--- src/design/rau_pkg.sv ---
package rau_pkg;

	// result format limit, numerator range and denominator bound follow from it
	localparam int WIDTH = 32;

	// field width and width of exact cross products
	localparam int DW = 32;
	localparam int PW = 2 * DW;
	localparam int KW = $clog2(PW);

	localparam logic [PW-1:0] LIM    = PW'(1) << (WIDTH - 1);
	localparam logic [PW-1:0] LIM_M1 = LIM - PW'(1);

	localparam logic [2:0] CMD_NORM = 3'd0;
	localparam logic [2:0] CMD_ADD  = 3'd1;
	localparam logic [2:0] CMD_SUB  = 3'd2;
	localparam logic [2:0] CMD_MUL  = 3'd3;
	localparam logic [2:0] CMD_DIV  = 3'd4;
	localparam logic [2:0] CMD_NEG  = 3'd5;
	localparam logic [2:0] CMD_CMP  = 3'd6;

	localparam logic [1:0] STAT_OK   = 2'd0;
	localparam logic [1:0] STAT_ZERO = 2'd1;
	localparam logic [1:0] STAT_OVF  = 2'd2;

	// which cross product the shared multiplier forms
	localparam logic [1:0] MUL_X = 2'd0;
	localparam logic [1:0] MUL_Y = 2'd1;
	localparam logic [1:0] MUL_D = 2'd2;

	typedef enum logic [3:0] {
		S_IDLE,
		S_MUL0,
		S_MUL1,
		S_MUL2,
		S_COMB,
		S_GCD,
		S_DIV,
		S_FIN
	} state_t;

	typedef struct packed {
		logic [2:0]           command;
		logic signed [DW-1:0] a_num;
		logic signed [DW-1:0] a_den;
		logic signed [DW-1:0] b_num;
		logic signed [DW-1:0] b_den;
	} in_item_t;

	typedef struct packed {
		logic signed [DW-1:0] res_num;
		logic [DW-2:0]        res_den;
		logic                 is_less;
		logic                 is_equal;
		logic                 is_greater;
		logic [1:0]           status;
	} out_item_t;

	typedef struct packed {
		logic       load;
		logic       mul_en;
		logic [1:0] mul_sel;
		logic       comb;
		logic       gcd_step;
		logic       div_init;
		logic       div_step;
		logic       fin;
	} dp_ctl_t;

	typedef struct packed {
		logic err;
		logic is_cmp;
		logic gcd_done;
	} dp_sts_t;

endpackage

--- src/design/rau_ctrl.sv ---
module rau_ctrl (
	input  logic             clk,
	input  logic             arst_n,
	input  logic             in_valid,
	output logic             in_ready,
	output logic             out_valid,
	input  logic             out_ready,
	input  rau_pkg::dp_sts_t sts,
	output rau_pkg::dp_ctl_t ctl
);
	import rau_pkg::*;

	state_t        state_q, state_d;
	logic [KW-1:0] cnt_q;
	logic          out_valid_q;

	always_ff @(posedge clk or negedge arst_n) begin
		if (!arst_n) begin
			state_q     <= S_IDLE;
			cnt_q       <= '0;
			out_valid_q <= 1'b0;
		end else begin
			state_q <= state_d;
			cnt_q   <= (state_q == S_DIV) ? cnt_q + 1'b1 : '0;
			if (ctl.fin)
				out_valid_q <= 1'b1;
			else if (out_ready)
				out_valid_q <= 1'b0;
		end
	end

	always_comb begin
		state_d  = state_q;
		ctl      = '0;
		in_ready = 1'b0;
		unique case (state_q)
			S_IDLE: begin
				in_ready = 1'b1;
				if (in_valid) begin
					ctl.load = 1'b1;
					state_d  = S_MUL0;
				end
			end
			S_MUL0: begin
				if (sts.err) begin
					state_d = S_FIN;
				end else begin
					ctl.mul_en  = 1'b1;
					ctl.mul_sel = MUL_X;
					state_d     = S_MUL1;
				end
			end
			S_MUL1: begin
				ctl.mul_en  = 1'b1;
				ctl.mul_sel = MUL_Y;
				state_d     = S_MUL2;
			end
			S_MUL2: begin
				ctl.mul_en  = 1'b1;
				ctl.mul_sel = MUL_D;
				state_d     = S_COMB;
			end
			S_COMB: begin
				ctl.comb = 1'b1;
				state_d  = sts.is_cmp ? S_FIN : S_GCD;
			end
			S_GCD: begin
				if (sts.gcd_done) begin
					ctl.div_init = 1'b1;
					state_d      = S_DIV;
				end else begin
					ctl.gcd_step = 1'b1;
				end
			end
			S_DIV: begin
				ctl.div_step = 1'b1;
				if (cnt_q == '1)
					state_d = S_FIN;
			end
			S_FIN: begin
				if (!out_valid_q || out_ready) begin
					ctl.fin = 1'b1;
					state_d = S_IDLE;
				end
			end
			default: state_d = S_IDLE;
		endcase
	end

	assign out_valid = out_valid_q;

`ifndef SYNTH
	a_fin_slot_free: assert property (@(posedge clk) disable iff (!arst_n)
		ctl.fin |-> (!out_valid_q || out_ready))
		else $error("result written over an item not yet taken");
	a_div_starts_clean: assert property (@(posedge clk) disable iff (!arst_n)
		(state_q == S_GCD && sts.gcd_done) |=> (state_q == S_DIV && cnt_q == '0))
		else $error("divide sequence did not start from step zero");
	a_err_skips_work: assert property (@(posedge clk) disable iff (!arst_n)
		(state_q == S_MUL0 && sts.err) |=> (state_q == S_FIN))
		else $error("zero denominator item went through the datapath");
	a_valid_from_fin: assert property (@(posedge clk) disable iff (!arst_n)
		$rose(out_valid_q) |-> $past(ctl.fin))
		else $error("result valid raised without a finished item");
`endif

endmodule

--- config.mk ---
export PLATFORM = sky130hd
export DESIGN_NAME = rau_ctrl
export DESIGN_NICKNAME = d
export VERILOG_FILES = /design/src/design/rau_pkg.sv /design/src/design/rau_ctrl.sv
export SDC_FILE = /design/constraint.sdc
export NUM_CORES = 1
export LEC_CHECK = 0
export BUFFER_PORTS_ARGS = -buffer_cell sky130_fd_sc_hd__buf_2
export CORE_MARGIN = 1.5
export CORE_UTILIZATION = 29
export DETAILED_ROUTE_END_ITERATION = 7
export HOLD_SLACK_MARGIN = 0.08
export PLACE_DENSITY = 0.59
export SLEW_MARGIN = 20
export SYNTH_ARGS = -nofsm -noshare
export SYNTH_HDL_FRONTEND = slang
export SYNTH_SLANG_ARGS = --single-unit
--- constraint.sdc ---
create_clock -name clk -period 1.7 [get_ports clk]
set_input_delay 0 -clock clk [delete_from_list [all_inputs] [get_ports clk]]
set_output_delay 0 -clock clk [all_outputs]
set_load 0.02 [all_outputs]
**After elaboration in Yosys (flattened, before gate mapping)**

Index checks and enable logic that the tools add are counted.

- Register bits: 11
- Output and inout port bits: 11

- Multiplexer cells: 22
- Reductions and logical operators: 5
- Equal/unequal tests: 12
- Add/subtract/negate cells: 1

Operators with widths:

| operator | count |
|---|---|
| 4-bit one-hot mux with 8 select lines | 1 |
| 4-bit by 3-bit == test with 1-bit output, second input constant | 4 |
| 4-bit two-way mux | 4 |
| 1-bit two-way mux | 11 |
| 3-bit one-hot mux with 3 select lines | 1 |
| 4-bit by 2-bit == test with 1-bit output, second input constant | 2 |
| 6-bit by 1-bit adder with 6-bit output, second input constant | 1 |
| 6-bit == test, second input constant | 1 |
| 3-bit two-way mux | 2 |
| 6-bit two-way mux | 1 |
| 2-bit != test, second input constant | 3 |
| 4-bit by 1-bit == test with 1-bit output, second input constant | 1 |
| 4-bit zero test | 1 |
| 2-bit two-way mux | 2 |
| 4-bit AND reduction | 1 |
| 2-bit by 1-bit != test with 1-bit output, second input constant | 1 |
| 2-bit nonzero test | 1 |
| 1-bit zero test | 1 |
| 1-bit logical OR | 1 |

**Longest topological paths before layout**

- Word-level depth: 5
- Gate-level depth with buffers: 5
- Mapped depth without buffers: 4

**Worst setup path before layout**

Ideal clock, no wire load.

- Path kind: reg-to-reg
- From: register state_q[2]
- To: register state_q[0]
- Stages on the path, launching flop included: 5
- Required time: 1,572 ps
- Arrival time: 1,357 ps
- Path slack: 216 ps
- Clock period less this slack: 1,484 ps
- Setup time: 128 ps
- Cells stage by stage: dfrtp_1 > nor2b_4 > and3b_4 > nor4_2 > mux2_1

- Word-level cells in the longest chain between the ends: 3
- Elaborated cells between the ends (all ways): 14
- Classes of those cells: 11 x eq/ne; 1 x mux; 2 x reduce/logical

Ends and longest elaborated chain:

| element | line | RTL |
|---|---|---|
| start: declaration | rau_ctrl.sv:13 | `state_t state_q, state_d;` |
| start signal: assignment | rau_ctrl.sv:23 | `state_q <= state_d;` |
| 4-bit by 3-bit == test with 1-bit output / 4-bit zero test (equally long branches) | rau_ctrl.sv:36 | `unique case (state_q)` |
| 2-bit != test (no source line) / 2-bit by 1-bit != test with 1-bit output (equally long branches) | n/a |  |
| 4-bit AND reduction (no source line) | n/a |  |

Parallel ways exist; a longest one is shown, timed or not.
A chain may end at the register's enable or synchronous reset.

**Final worst setup path**

Ends and elaborated chain as after synthesis.

==> impl_metrics.ini <==
[route]
wl_met2_um = 577
drt_first_pass_iters = 3
finalWirelength_um = 1170
met3WireLength_um = 7
via_per_inst = 4.55
drc = 0
vias = 487
drtAntennaViolNets = 0
dr.first_iter.drc_count = 8
wl_met1_um = 581
avgRoutedWirePerCell_um = 10.9
highest_layer = met3

[placement]
io_buffers = 17
place_inst = 101
gp_congestion = 0.688
hpwlAfterDp_um = 880

[global_routing]
grt_use_total_pct = 11.7
grt.overflow.total = 0
grt_pass1_vias = 451
antenna_found_initial = 0
grt_max_degree = 13
grt_pass1_wl_um = 1880

[floorplanning]
start_util_pct = 31.9
dieHeight_um = 47.5
pin_count = 18
fp.dieW_um = 47.5
num_rows = 15
coreArea_um2 = 1800
fp.dieArea_um2 = 2260

[timing]
slew_headroom_pct = 65.3
fin_crit_sh_pct = 92.9
hold_viol_final = 0
drv_slew = 0
fmax_ghz = 0.633
finalClockSkew_ns = 0.000416
worst_slew_pin_slew_ns = 0.515
final.setup.tns_ns = 0
setup_viol_count_final = 0
rsz0062_at_grt = false
period_minus_slack_ns = 1.58

[finish]
final_util_pct = 42.1
n_antenna_cell = 0
final_cells = 107
area_growth_pct = 32.0
nets = 92
drive_gt1_share_pct = 36.6

[clocking]
cts_max_path_buffers = 2
cts_sinks = 10
clkTransAtPathRegs_ns = 0.06
cts_tree = yes
postCtsSetupRepairBufs = 0
htreeDepth = 1
cts-root-buf = clkbuf_4
cts.repair.resized = 0
clkLatencyLatePin_ns = 0.25
cts_buffers = 3

[logic_synthesis]
syn-instance-count = 58
synth.distinct_cells = 30
syn_area_per_cell_um2 = 9.90
ys.flop_type = dfrtp_1
synth_edf_count = 0
ys_seq_area_share_pct = 43.6
syn_nets = 66
synth_warnings = 0
ys_async_sr_fraction_pct = 100
ys_ff_latch = 10
syn_area_um2 = 574

[worst_setup_path]
crit_type = flip-flop to flip-flop
reg2reg_slack_ns = 0.12
reg2regPathDepth = 4
setup.worst_path.start_class = flip-flop
r2r-end = state_q[0]
crit_required_ns = 1.84
crit_path_end_kind = flip-flop
cp.arrival_ns = 1.72
cp_max_fo = 12
r2r_start = state_q[2]

[power]
vdd_drop_max_v = 0.000552
p_leak_uw = 0.000380
cellPowerDensity_nw_per_um2 = 1570
p_total_uw = 1190

[hold_path]
min_to = state_q[2]
hp-start = in_valid
worstHoldPathCells = 3
min_path_type = input pin to flip-flop

[outcome]
status = finished clean

[job]
drv_cap = 0
-- synth_stat cells (2+ instances only) --
| master | n | area share (%) |
|---|---|---|
| and2_1 | 2 | 2.2 |
| nor3b_1 | 2 | 2.6 |
| nand2_1 | 2 | 1.3 |
| inv_1 | 2 | 1.3 |
| nor2_1 | 7 | 4.6 |
| a21oi_1 | 2 | 1.7 |
| dfrtp_1 | 10 | 44 |
| nand3_1 | 4 | 3.5 |
| o21ai_0 | 2 | 1.7 |
| clkbuf_1 | 2 | 1.3 |
| xor2_1 | 3 | 4.6 |
| a211o_1 | 2 | 3.1 |
-- cell usage in the layout, fill, tap and decap left out, types with 3 or more instances in the layout --
cell,count
xor2_1,3
dlygate4sd3_1,3
nor2_1,7
clkbuf_4,3
dfrtp_1,10
buf_4,4
buf_2,17
nand3_1,4
-- logic make-up after synthesis --
logic type / share of synthesized area (%)
AOI/OAI and AO/OA: 11.3
xor gates and xnor gates: 6.10
adders and majority gates: 2.18
buffers and inverters: 3.92
DFF: 43.6
muxes: 1.96
and+or+nand+nor: 30.9
-- flip-flops by register name, summed over array words and instances (netlist names) --
| name | flops |
|---|---|
| state_q | 3 |
| cnt_q | 6 |
| out_valid | 1 |
-- layout make-up --
class / instances / area, um2
fill: 191 / 1040
multi-input combinational: 43 / 302
sequential: 10 / 250
timing repair buffer: 24 / 145
tap: 25 / 31.3
clock buffer: 3 / 22.5
inverter: 2 / 7.51
-- where the power goes --
group | internal (uW) | switching, uW | leakage, uW
combinational | 289 | 371 | 0.000239
sequential | 302 | 72.1 | 0.000128
clock | 81.5 | 75.2 | 0.0000138
total | 672 | 518 | 0.000380
-- worst max-delay path by stage --
stage,startpoint,end,slack [ns]
final,state_q[2],state_q[0],0.12
after global placement,state_q[2],state_q[0],0.23
after CTS,state_q[2],state_q[0],0.16
after detailed placement,state_q[2],state_q[0],0.18
after floorplan,state_q[2],state_q[0],0.22
after global routing,state_q[2],state_q[0],0.03
-- timing repair --
action,CTS,global route
hold buffers,3,0
setup endpoints to repair,0,0
endpoints found under the hold margin,12,0
-- stage by stage --
| stage | cell area [um2] | hold WS (ns) | setup slack [ns] |
|---|---|---|---|
| 2_1_floorplan | 574 | -0.296 | 0.216 |
| 3_3_place_gp | 706 | -0.126 | 0.229 |
| 3_5_place_dp | 706 | -0.124 | 0.175 |
| 4_1_cts | 758 | 0.0851 | 0.160 |
| 5_1_grt | 758 | 0.126 | 0.0265 |
| 6_report | 758 | 0.101 | 0.121 |
-- metal layers --
metal / vias up / global-route usage (%)
met5: - / 0
met4: 0 / 4.44
met3: 0 / 2.64
met2: 3 / 19.5
met1: 232 / 14.8
li1: 252 / -
-- worst max-delay path: stages, from the launching register on --
cell,delay [ns]
dfrtp_1,0.38
buf_4,0.17
nor4_1,0.46
nor4_2,0.13
mux2_1,0.33
No activity file was read; power rests on OpenSTA's default activity.
